**src/design/axfr_pkg.sv**
```systemverilog
// Shared types and constants for the AX.25 HDLC bit framer.
// No dependencies; every other file of the framer but axfr_checker imports this package.
package axfr_pkg;

	localparam int BYTE_W     = 8;
	localparam int CRC_W      = 16;
	localparam int CFG_IDX_W  = 1;
	localparam int CFG_DATA_W = 16;

	// Command queue between the front and back parts.
	localparam int QUEUE_DEPTH = 2;
	localparam int QPTR_W      = 1;
	localparam int QCNT_W      = 2;

	localparam logic [CFG_IDX_W-1:0] REG_CRC_POLY = 1'd0;
	localparam logic [CFG_IDX_W-1:0] REG_CRC_INIT = 1'd1;

	localparam logic [CRC_W-1:0] CRC_POLY_RST = 16'h8408;
	localparam logic [CRC_W-1:0] CRC_INIT_RST = 16'hFFFF;

	localparam logic [BYTE_W-1:0] FLAG_BYTE = 8'h7E;

	// A zero is stuffed when a one arrives with this many ones already pending.
	localparam logic [2:0] ONES_BEFORE_STUFF = 3'd4;

	// End frame sends CRC low, CRC high and three flags: byte slots 0 to 4.
	localparam logic [2:0] END_LO_BYTE   = 3'd0;
	localparam logic [2:0] END_LAST_BYTE = 3'd4;
	localparam logic [2:0] LAST_BIT_IDX  = 3'd7;

	// Results per item are capped; the result at LAST_RESULT_IDX is then the last one.
	localparam logic [5:0] RESULT_CAP      = 6'd43;
	localparam logic [5:0] LAST_RESULT_IDX = 6'd42;

	typedef enum logic [1:0] {
		ACT_START = 2'd0,
		ACT_FLAG  = 2'd1,
		ACT_DATA  = 2'd2,
		ACT_END   = 2'd3
	} action_t;

	typedef struct packed {
		logic              load_crc;
		logic              end_frame;
		logic              flag;
		logic [BYTE_W-1:0] data;
	} cmd_t;

endpackage

```
**src/design/axfr_front.sv**
```systemverilog
// Front part of the framer: accepts input items, decodes the action into a command
// and holds the commands in a short queue for the back part. Depends on axfr_pkg.
module axfr_front (
	input  logic                       clk,
	input  logic                       arst_n,
	input  logic                       in_valid,
	output logic                       in_ready,
	input  logic [1:0]                 action,
	input  logic [axfr_pkg::BYTE_W-1:0] data_byte,
	output logic                       cmd_valid,
	output axfr_pkg::cmd_t             cmd,
	input  logic                       cmd_pop
);
	import axfr_pkg::*;

	cmd_t              entry_q [QUEUE_DEPTH];
	logic [QPTR_W-1:0] wr_ptr_q;
	logic [QPTR_W-1:0] rd_ptr_q;
	logic [QCNT_W-1:0] count_q;
	cmd_t              cmd_in;
	logic              push;
	logic              pop;

	always_comb begin
		cmd_in = '0;
		cmd_in.data = data_byte;
		case (action_t'(action))
			ACT_START: begin
				cmd_in.load_crc = 1'b1;
				cmd_in.flag = 1'b1;
				cmd_in.data = FLAG_BYTE;
			end
			ACT_FLAG: begin
				cmd_in.flag = 1'b1;
				cmd_in.data = FLAG_BYTE;
			end
			ACT_DATA: begin
				cmd_in.flag = 1'b0;
			end
			ACT_END: begin
				cmd_in.end_frame = 1'b1;
			end
			default: begin
				cmd_in.flag = 1'b0;
			end
		endcase
	end

	assign in_ready  = (count_q != QCNT_W'(QUEUE_DEPTH));
	assign push      = in_valid && in_ready;
	assign cmd_valid = (count_q != '0);
	assign pop       = cmd_pop && cmd_valid;
	assign cmd       = entry_q[rd_ptr_q];

	always_ff @(posedge clk) begin
		if (push) begin
			entry_q[wr_ptr_q] <= cmd_in;
		end
	end

	always_ff @(posedge clk or negedge arst_n) begin
		if (!arst_n) begin
			wr_ptr_q <= '0;
			rd_ptr_q <= '0;
			count_q  <= '0;
		end else begin
			if (push) begin
				wr_ptr_q <= wr_ptr_q + QPTR_W'(1);
			end
			if (pop) begin
				rd_ptr_q <= rd_ptr_q + QPTR_W'(1);
			end
			if (push && !pop) begin
				count_q <= count_q + QCNT_W'(1);
			end else if (pop && !push) begin
				count_q <= count_q - QCNT_W'(1);
			end
		end
	end

endmodule

```
**src/design/axfr_back.sv**
```systemverilog
// Back part of the framer: serializes each command bit by bit with CRC update,
// zero stuffing and NRZI coding, and drives the output register. Depends on axfr_pkg.
module axfr_back (
	input  logic                          clk,
	input  logic                          arst_n,
	input  logic                          cmd_valid,
	input  axfr_pkg::cmd_t                cmd,
	output logic                          cmd_pop,
	input  logic                          cfg_write,
	input  logic [axfr_pkg::CFG_IDX_W-1:0]  cfg_index,
	input  logic [axfr_pkg::CFG_DATA_W-1:0] cfg_data,
	output logic                          out_valid,
	input  logic                          out_ready,
	output logic                          line_bit,
	output logic                          last_bit
);
	import axfr_pkg::*;

	typedef enum logic [2:0] {
		ST_IDLE  = 3'b001,
		ST_BIT   = 3'b010,
		ST_STUFF = 3'b100
	} bk_state_t;

	bk_state_t         state_q, state_n;
	logic [CRC_W-1:0]  crc_poly_q;
	logic [CRC_W-1:0]  crc_init_q;
	logic [CRC_W-1:0]  crc_q, crc_bit, crc_d;
	logic              tone_q, tone_bit, tone_d;
	logic [2:0]        ones_q, ones_d;
	logic [BYTE_W-1:0] cur_byte_q, cur_byte_n;
	logic [BYTE_W-1:0] hi_byte_q, hi_byte_n;
	logic              flag_q, flag_n;
	logic              end_q, end_n;
	logic [2:0]        byte_idx_q, byte_idx_n;
	logic [2:0]        bit_idx_q, bit_idx_n;
	logic [5:0]        res_cnt_q, res_cnt_n;
	logic              out_valid_q;
	logic              line_bit_q;
	logic              last_bit_q;

	logic adv, cur_bit, stuff_now, bit_done, byte_done, last_byte, item_done;
	logic load, emit, emit_val, emit_last;

	always_comb begin
		adv       = (state_q != ST_IDLE) && (!out_valid_q || out_ready);
		cur_bit   = cur_byte_q[bit_idx_q];
		stuff_now = (state_q == ST_BIT) && !flag_q && cur_bit
			&& (ones_q == ONES_BEFORE_STUFF);
		bit_done  = (state_q == ST_STUFF) || ((state_q == ST_BIT) && !stuff_now);
		byte_done = bit_done && (bit_idx_q == LAST_BIT_IDX);
		last_byte = !end_q || (byte_idx_q == END_LAST_BYTE);
		item_done = adv && byte_done && last_byte;
		load      = cmd_valid && ((state_q == ST_IDLE) || item_done);
		emit      = adv && (res_cnt_q < RESULT_CAP);
		emit_last = (byte_done && last_byte) || (res_cnt_q == LAST_RESULT_IDX);
		emit_val  = (state_q == ST_BIT) ? (cur_bit ? tone_q : ~tone_q) : ~tone_q;
	end

	assign cmd_pop = load;

	// Per-bit datapath: CRC, ones count and line tone.
	always_comb begin
		crc_bit  = crc_q;
		tone_bit = tone_q;
		ones_d   = ones_q;
		if (adv) begin
			case (state_q)
				ST_BIT: begin
					if (!flag_q) begin
						crc_bit = (crc_q >> 1) ^ (((crc_q[0] ^ cur_bit)) ? crc_poly_q : '0);
					end
					if (cur_bit) begin
						ones_d = flag_q ? 3'd1 : ones_q + 3'd1;
					end else begin
						ones_d   = '0;
						tone_bit = ~tone_q;
					end
				end
				ST_STUFF: begin
					ones_d   = '0;
					tone_bit = ~tone_q;
				end
				default: begin
					ones_d = ones_q;
				end
			endcase
		end
		crc_d  = (load && cmd.load_crc) ? crc_init_q : crc_bit;
		tone_d = (load && cmd.load_crc) ? 1'b1 : tone_bit;
	end

	// Byte and bit sequencer.
	always_comb begin
		state_n    = state_q;
		cur_byte_n = cur_byte_q;
		hi_byte_n  = hi_byte_q;
		flag_n     = flag_q;
		end_n      = end_q;
		byte_idx_n = byte_idx_q;
		bit_idx_n  = bit_idx_q;
		res_cnt_n  = res_cnt_q;
		if (adv) begin
			res_cnt_n = res_cnt_q + 6'd1;
			if (stuff_now) begin
				state_n = ST_STUFF;
			end else begin
				state_n   = ST_BIT;
				bit_idx_n = bit_idx_q + 3'd1;
				if (byte_done && !last_byte) begin
					byte_idx_n = byte_idx_q + 3'd1;
					cur_byte_n = (byte_idx_q == END_LO_BYTE) ? hi_byte_q : FLAG_BYTE;
					flag_n     = (byte_idx_q != END_LO_BYTE);
				end
				if (item_done) begin
					state_n = ST_IDLE;
				end
			end
		end
		if (load) begin
			state_n    = ST_BIT;
			bit_idx_n  = '0;
			byte_idx_n = '0;
			res_cnt_n  = '0;
			flag_n     = cmd.flag;
			end_n      = cmd.end_frame;
			// The CRC is taken after the bit finishing this cycle has been fed in.
			cur_byte_n = cmd.end_frame ? ~crc_bit[BYTE_W-1:0] : cmd.data;
			hi_byte_n  = ~crc_bit[CRC_W-1:BYTE_W];
		end
	end

	always_ff @(posedge clk or negedge arst_n) begin
		if (!arst_n) begin
			crc_poly_q <= CRC_POLY_RST;
			crc_init_q <= CRC_INIT_RST;
		end else if (cfg_write) begin
			case (cfg_index)
				REG_CRC_POLY: crc_poly_q <= cfg_data;
				REG_CRC_INIT: crc_init_q <= cfg_data;
				default: begin
					crc_poly_q <= crc_poly_q;
				end
			endcase
		end
	end

	always_ff @(posedge clk or negedge arst_n) begin
		if (!arst_n) begin
			state_q     <= ST_IDLE;
			crc_q       <= CRC_INIT_RST;
			tone_q      <= 1'b1;
			ones_q      <= '0;
			byte_idx_q  <= '0;
			bit_idx_q   <= '0;
			res_cnt_q   <= '0;
			end_q       <= 1'b0;
			flag_q      <= 1'b0;
			out_valid_q <= 1'b0;
		end else begin
			state_q    <= state_n;
			crc_q      <= crc_d;
			tone_q     <= tone_d;
			ones_q     <= ones_d;
			byte_idx_q <= byte_idx_n;
			bit_idx_q  <= bit_idx_n;
			res_cnt_q  <= res_cnt_n;
			end_q      <= end_n;
			flag_q     <= flag_n;
			if (emit) begin
				out_valid_q <= 1'b1;
			end else if (out_ready) begin
				out_valid_q <= 1'b0;
			end
		end
	end

	always_ff @(posedge clk) begin
		cur_byte_q <= cur_byte_n;
		hi_byte_q  <= hi_byte_n;
		if (emit) begin
			line_bit_q <= emit_val;
			last_bit_q <= emit_last;
		end
	end

	assign out_valid = out_valid_q;
	assign line_bit  = line_bit_q;
	assign last_bit  = last_bit_q;

endmodule

```
**src/design/ax25_hdlc_bit_framer_core.sv**
```systemverilog
// Top level of the AX.25 HDLC bit framer: front decoder and queue, back serializer.
// Depends on axfr_pkg, axfr_front and axfr_back.
//
//   Channel   Handshake              Payload
//   input     in_valid / in_ready    action, data_byte
//   output    out_valid / out_ready  line_bit, last_bit
//   config    cfg_write              cfg_index, cfg_data
//
// The serializer sends one line bit per cycle while the output is not stalled;
// a queued next item is loaded in the same cycle as the last bit of the one
// before is serialized.
// Reset clears the queue, the serializer and the output valid flag; the CRC
// register, polynomial and initial value take their reset values.
// A stalled output transfer holds the serializer; the two-entry queue keeps
// accepting input until it is full.
module ax25_hdlc_bit_framer_core (
	input  logic                            clk,
	input  logic                            arst_n,
	input  logic                            in_valid,
	output logic                            in_ready,
	input  logic [1:0]                      action,
	input  logic [axfr_pkg::BYTE_W-1:0]     data_byte,
	output logic                            out_valid,
	input  logic                            out_ready,
	output logic                            line_bit,
	output logic                            last_bit,
	input  logic                            cfg_write,
	input  logic [axfr_pkg::CFG_IDX_W-1:0]  cfg_index,
	input  logic [axfr_pkg::CFG_DATA_W-1:0] cfg_data
);
	import axfr_pkg::*;

	cmd_t cmd;
	logic cmd_valid;
	logic cmd_pop;

	axfr_front u_front (
		.clk       (clk),
		.arst_n    (arst_n),
		.in_valid  (in_valid),
		.in_ready  (in_ready),
		.action    (action),
		.data_byte (data_byte),
		.cmd_valid (cmd_valid),
		.cmd       (cmd),
		.cmd_pop   (cmd_pop)
	);

	axfr_back u_back (
		.clk       (clk),
		.arst_n    (arst_n),
		.cmd_valid (cmd_valid),
		.cmd       (cmd),
		.cmd_pop   (cmd_pop),
		.cfg_write (cfg_write),
		.cfg_index (cfg_index),
		.cfg_data  (cfg_data),
		.out_valid (out_valid),
		.out_ready (out_ready),
		.line_bit  (line_bit),
		.last_bit  (last_bit)
	);

endmodule

```
**config.mk**
```make
export PLATFORM = sky130hd
export DESIGN_NAME = ax25_hdlc_bit_framer_core
export DESIGN_NICKNAME = d
export VERILOG_FILES = /design/src/design/axfr_pkg.sv /design/src/design/axfr_front.sv /design/src/design/axfr_back.sv /design/src/design/ax25_hdlc_bit_framer_core.sv
export SDC_FILE = /design/constraint.sdc
export NUM_CORES = 1
export LEC_CHECK = 0
export BUFFER_PORTS_ARGS = -buffer_cell sky130_fd_sc_hd__buf_4
export CAP_MARGIN = 0
export CORE_MARGIN = 2
export CORE_UTILIZATION = 30
export DETAILED_ROUTE_END_ITERATION = 8
export GPL_ROUTABILITY_DRIVEN = 0
export MAX_ROUTING_LAYER = met4
export PLACE_DENSITY_LB_ADDON = 0.1
export RECOVER_POWER = 100
export SLEW_MARGIN = 20
export SYNTH_ARGS = -nofsm -noshare
export SYNTH_HDL_FRONTEND = slang
export SYNTH_SLANG_ARGS = --single-unit
```
**constraint.sdc**
```tcl
create_clock -name clk -period 2.85 [get_ports clk]
set_clock_uncertainty 0.1 [all_clocks]
set_input_delay 0 -clock clk [delete_from_list [all_inputs] [get_ports clk]]
set_output_delay 0 -clock clk [all_outputs]
set_load 0.01 [all_outputs]
```
==> run_results.csv, run 1 <==
group,metric,value,unit
status,status,"finished with violations",
status,violations,"capacitance limit, slew limit",
cells_and_area,fin_util,37.9,%
worst_setup_path,r2r-start,"u_back.state_q[1]",
synthesis,syn_inst,456,
synthesis,synth_ff_type,"edfxtp_1",
sta,setup_tns,0,ns
synthesis,synth_common_cells,"nor2_1, edfxtp_1, dfrtp_1, dfstp_2, mux2_2",
synthesis,ys_seq_elements,114,
placement,dp_hpwl,8100,µm
synthesis,synth_warnings,0,
floorplan,rows,49,
synthesis,synth_top_area_share,22.0,%
cells_and_area,n_antenna_cell,0,
job,drv_cap,1,
grt,grt_usage,14.0,%
floorplan,core_area,0.0179,mm²
synthesis,synth_most_common_cell,"nor2_1",
synthesis,syn-num-nets,497,
detailed_routing,drt-vias-per-instance,4.87,
clock_tree,cts_resized,0,
clock_tree,cts.sinks,114,
cells_and_area,nNetsFinal,570,
sta,rsz0062_at_grt,"false",
cells_and_area,drive_gt1_share,24.2,%
sta,finalHoldViolCount,0,
sta,slew_violations,75,
sta,tightestPinTransition,1.93,ns
power_and_ir_drop,ir_worst_vdd,0.000584,V
synthesis,syn-mean-instance-area,12.0,µm²
synthesis,ys_types,52,
clock_tree,ctsHtreeMaxLevel,4,
grt,grt_overflow_total,0,
detailed_routing,dr.pass1.iters,5,
clock_tree,cts_tree,"built",
power_and_ir_drop,powerDensity,994,mW/mm²
clock_tree,cts_buffers,17,
synthesis,netlist_area,0.00545,mm²
hold_path,hold_path.startpoint,"cfg_index",
grt,grt_max_degree,75,
detailed_routing,via_count,3758,
floorplan,die_w,139,µm
sta,fmax,393,MHz
grt,antenna_found_initial,0,
power_and_ir_drop,leakage,2.66,nW
worst_setup_path,required,2.91,ns
hold_path,whs_path_depth,4,
sta,slew_headroom,-28.4,%
detailed_routing,ant_nets,0,
detailed_routing,wl,12300,µm
worst_setup_path,critPathKind,"reg -> reg",
placement,dp.cells,709,
clock_tree,cts_root_buffer,"clkbuf_16",
cells_and_area,layoutNonFillerInstCount,771,
power_and_ir_drop,power,6.75,mW
grt,grt_pass1_vias,3848,
placement,placed_cell_area,0.00606,mm²
clock_tree,insertion_delay,0.41,ns
detailed_routing,drtIter0Drc,182,
synthesis,synthArstFlopShare,64.9,%
synthesis,synth_area_leaders,"edfxtp_1, dfstp_2, dfrtp_1, mux2_2, nor2_1",
floorplan,die_area,0.0193,mm²
sta,fin_crit,2.55,ns
floorplan,fp.dieH,139,µm
synthesis,synth-edff-count,40,
cells_and_area,syn_to_final_growth,24.6,%
cells_and_area,final_cell_area,0.00679,mm²
floorplan,start_util,30.4,%
hold_path,hp-class,"in -> reg",
placement,port_buffers,35,
detailed_routing,wire_per_inst,16.0,µm
detailed_routing,drc,0,
worst_setup_path,end_kind,"register",
synthesis,ys_seq_area_share,56.9,%
clock_tree,clkSlewWorstSetupHoldPaths,0.05,ns
grt,grt_first_pass_wirelength,20300,µm
worst_setup_path,crit_arrival,2.60,ns
floorplan,ios,36,
worst_setup_path,worstRegToRegCells,7,
worst_setup_path,start_kind,"register",
worst_setup_path,crit_fanout,44,
synthesis,synth_top_area_cell,"edfxtp_1",
clock_tree,cts.path.max_buffers,2,
worst_setup_path,crit_start,"u_back.state_q[1]",
sta,min_period_over_period,89.3,%
sta,setup_viol,0,
-- worst max-delay path, cell delays in order (launching register included) --
cell      delay, ns
dfrtp_1        0.46
nor4b_1        0.44
buf_4          0.20
and2_1         0.13
clkbuf_4       0.44
o21ai_0        0.14
nand4b_1       0.24
o311a_1        0.14
-- final timing paths --
check	endpoint	slack (ns)
min in group asynchronous	u_back.res_cnt_q[4]	0.57
hold reg to reg	u_back.crc_q[2]	0.37
max in group asynchronous	u_back.crc_poly_q[9]	0.93
hold / removal	u_back.crc_poly_q[5]	0.11
setup reg to reg	u_back.cur_byte_q[3]	0.30
setup / recovery	u_back.cur_byte_q[3]	0.30
-- layout make-up --
class	instances	area (µm²)
multi-input cells	306	2190
clock inverters	2	10.0
well taps	229	287
fillers	1771	11100
inverters	11	41.3
flip-flops and latches	114	3100
clock buffers	30	494
repair buffers	79	666
-- cell families (layout without fill, tap and decap cells) --
group,count (synthesis),after routing,synth area share (%)
flip-flops,114,114,56.9
multiplexers,54,54,11.4
AO/OA/AOI/OAI,88,88,11.4
adder cells (fa/ha/maj),9,9,2.07
XOR/XNOR,17,17,2.73
buffers and inverters,36,122,2.73
AND/OR/NAND/NOR,138,138,12.8
-- metrics by stage --
stage / setup slack, ns / hold WS, ns
floorplan: 0.212 / -0.396
global placement: 0.338 / 0.128
detailed placement: 0.288 / 0.134
CTS: 0.275 / 0.0793
global route: 0.0335 / 0.112
finish: 0.305 / 0.115
-- where the power goes --
group / internal (mW) / total (mW) / switching [mW]
Clock: 1.15 / 1.82 / 0.673
Sequential: 2.34 / 2.73 / 0.385
Combinational: 0.964 / 2.20 / 1.23
Total: 4.46 / 6.75 / 2.29
-- flip-flops by register name (all words and copies together), names as in the netlist, 3 cells and up --
signal / flops
u_back.crc_init_q: 16
u_back.byte_idx_q: 3
u_back.res_cnt_q: 6
u_back.crc_q: 16
u_back.state_q: 3
u_back.hi_byte_q: 8
u_front.entry_q: 22
u_back.bit_idx_q: 3
u_back.ones_q: 3
u_back.cur_byte_q: 8
u_back.crc_poly_q: 16
-- metal layers --
metal  share of wire, %  vias to the layer above  global-route usage (%)
met5                  0                        -                       -
met3                2.9                       14                    3.97
met2                 50                       53                    22.9
met4                1.6                        0                    4.52
li1                   -                     1838                       -
met1                 45                     1853                    16.7
-- cells in the final DEF, fill, tap and decap left out, types with 8 or more instances in the layout --
cell type	n
nand3_1	11
clkbuf_1	21
edfxtp_1	40
nand2_1	23
clkbuf_16	17
a22o_1	8
dfstp_2	35
o21ai_0	18
nand4_1	9
xnor2_1	8
nand2b_1	11
dlygate4sd3_1	30
a211oi_1	10
ha_1	9
buf_4	33
nor2_1	50
o21ai_1	8
mux2_2	32
inv_1	11
mux2i_1	17
dfrtp_1	37
a21oi_1	8
xor2_1	9
-- repair_timing --
| action | in CTS | in global routing |
|---|---|---|
| endpoints found under the setup margin | 0 | 0 |
| setup buffers | 0 | 0 |
| endpoints found under the hold margin | 95 | 0 |
| hold buffers | 30 | 0 |
Power figures use the tool's default switching activity.
==> inputs of run 2 (changes only) <==
- CORE_ASPECT_RATIO: unset -> 1.5
==> run 2 against run 1 <==
The flow still finishes with violations (capacitance limit, slew limit). Register-to-register slack got worse by 0.07 ns. Clock power rose by 15%. Flip-flop and latch count did not move. Routed wire length rose by 0.69%. Non-clock buffer count rose by 2. Power rose by 4.6%. Sequential share of layout area fell by 0.84 points. Clock-buffer cell count fell by 3. Largest power group unchanged. Highest routed layer unchanged.
==> run_results.csv, run 2 (synthesized netlist as in run 1, its figures left out) <==
group,metric,value,unit
placement,port_buffers,35,
job,drv_cap,1,
clock_tree,post-cts-setup-buffer-count,0,
sta,tightestPinTransition,1.88,ns
placement,dpl_worst_slack,0.242,ns
clock_tree,cts_tree,"built",
detailed_routing,dr.pass1.iters,5,
cells_and_area,syn_to_final_growth,26.9,%
floorplan,rows,60,
status,status,"finished with violations",
detailed_routing,drt-vias-per-instance,5.05,
placement,dp_hpwl,8310,µm
grt,antenna_found_initial,0,
worst_setup_path,start_kind,"register",
clock_tree,ctsHtreeMaxLevel,4,
placement,placed_cell_area,0.00606,mm²
grt,grt_first_pass_wirelength,20200,µm
detailed_routing,wire_per_inst,16.3,µm
sta,finalHoldViolCount,0,
sta,fin_ws,0.239,ns
sta,fmax,383,MHz
clock_tree,cts_resized,0,
power_and_ir_drop,powerDensity,1020,mW/mm²
grt,grt_usage,14.1,%
clock_tree,hold_buffers,30,
detailed_routing,drtIter0Drc,154,
grt,grt_overflow_total,0,
worst_setup_path,crit_arrival,2.75,ns
clock_tree,insertion_delay,0.41,ns
sta,slew_violations,75,
grt,grt_max_degree,75,
cells_and_area,final_cell_area,0.00692,mm²
power_and_ir_drop,leakage,2.73,nW
cells_and_area,fin_util,38.7,%
sta,timing.hold.ws,0.106,ns
sta,setup_tns,0,ns
hold_path,hp-class,"in -> reg",
detailed_routing,wl,12400,µm
cells_and_area,n_antenna_cell,0,
sta,slew_headroom,-25.4,%
clock_tree,cts_buffers,17,
floorplan,fp.dieH,169,µm
cells_and_area,nNetsFinal,572,
sta,setup_viol,0,
cells_and_area,layout_common_cells,"nor2_1, edfxtp_1, dfrtp_1",
detailed_routing,via_count,3844,
cells_and_area,drive_gt1_share,26.5,%
cells_and_area,largest_reg_flops,22,
cells_and_area,largest-register,"u_front.entry_q",
floorplan,core_area,0.0179,mm²
clock_tree,clkSlewWorstSetupHoldPaths,0.06,ns
sta,rsz0062_at_grt,"false",
worst_setup_path,critPathKind,"reg -> reg",
power_and_ir_drop,ir_worst_vdd,0.000413,V
worst_setup_path,crit_fanout,35,
clock_tree,cts.sinks,114,
floorplan,die_area,0.0193,mm²
sta,min_period_over_period,91.6,%
detailed_routing,drc,0,
worst_setup_path,end_kind,"register",
clock_tree,cts.path.max_buffers,2,
worst_setup_path,required,2.99,ns
clock_tree,cts_root_buffer,"clkbuf_16",
cells_and_area,final_common_cell,"nor2_1",
worst_setup_path,regToRegSetupSlack,0.24,ns
grt,grt_pass1_vias,3877,
status,violations,"capacitance limit, slew limit",
detailed_routing,ant_nets,0,
sta,fin_crit,2.61,ns
floorplan,start_util,30.5,%
floorplan,die_w,114,µm
floorplan,ios,36,
## run 2: layout make-up
cell class / count / area, µm²
Timing Repair Buffer: 81 / 697
Multi-Input combinational cell: 306 / 2200
Inverter: 11 / 41.3
Sequential cell: 114 / 3100
Clock buffer: 27 / 566
Fill cell: 1764 / 11000
Tap cell: 217 / 272
Clock inverter: 5 / 37.5
## run 2: through the flow
step / cells / power, mW
2_1_floorplan: 456 / 4.28
3_3_place_gp: 699 / 5.01
3_5_place_dp: 699 / 5.05
4_1_cts: 761 / 7.23
5_1_grt: 761 / 7.53
6_report: 761 / 7.06
## run 2: critical path, cell delays in order, from the launching register on
cell,delay [ns]
dfrtp_1,0.45
mux4_2,0.57
mux2i_4,0.30
o211ai_1,0.18
nand2_1,0.18
buf_12,0.22
buf_4,0.19
o311ai_0,0.13
o31ai_1,0.10
## run 2: power breakdown
group	switching, mW	internal (mW)
sequential	0.382	2.34
clock	0.746	1.36
combinational	1.24	0.992
## run 2: final timing paths
check | start | end | depth (start not counted)
setup / recovery | u_back.bit_idx_q[0] | u_back.cur_byte_q[7] | 8
hold / removal | cfg_index | u_back.crc_poly_q[11] | 4
setup reg to reg | u_back.bit_idx_q[0] | u_back.cur_byte_q[7] | 8
hold reg to reg | u_back.crc_init_q[3] | u_back.crc_q[3] | 2
max in group asynchronous | arst_n | u_back.crc_poly_q[9] | 2
min in group asynchronous | arst_n | u_front.wr_ptr_q | 2
## run 2: layer usage
layer / share of wire [%] / up-vias / track usage (%)
met5: 0 / - / -
met4: 1.4 / 0 / 4.72
met3: 2.5 / 14 / 3.58
met2: 54 / 59 / 24.0
met1: 43 / 1934 / 16.2
li1: - / 1837 / -
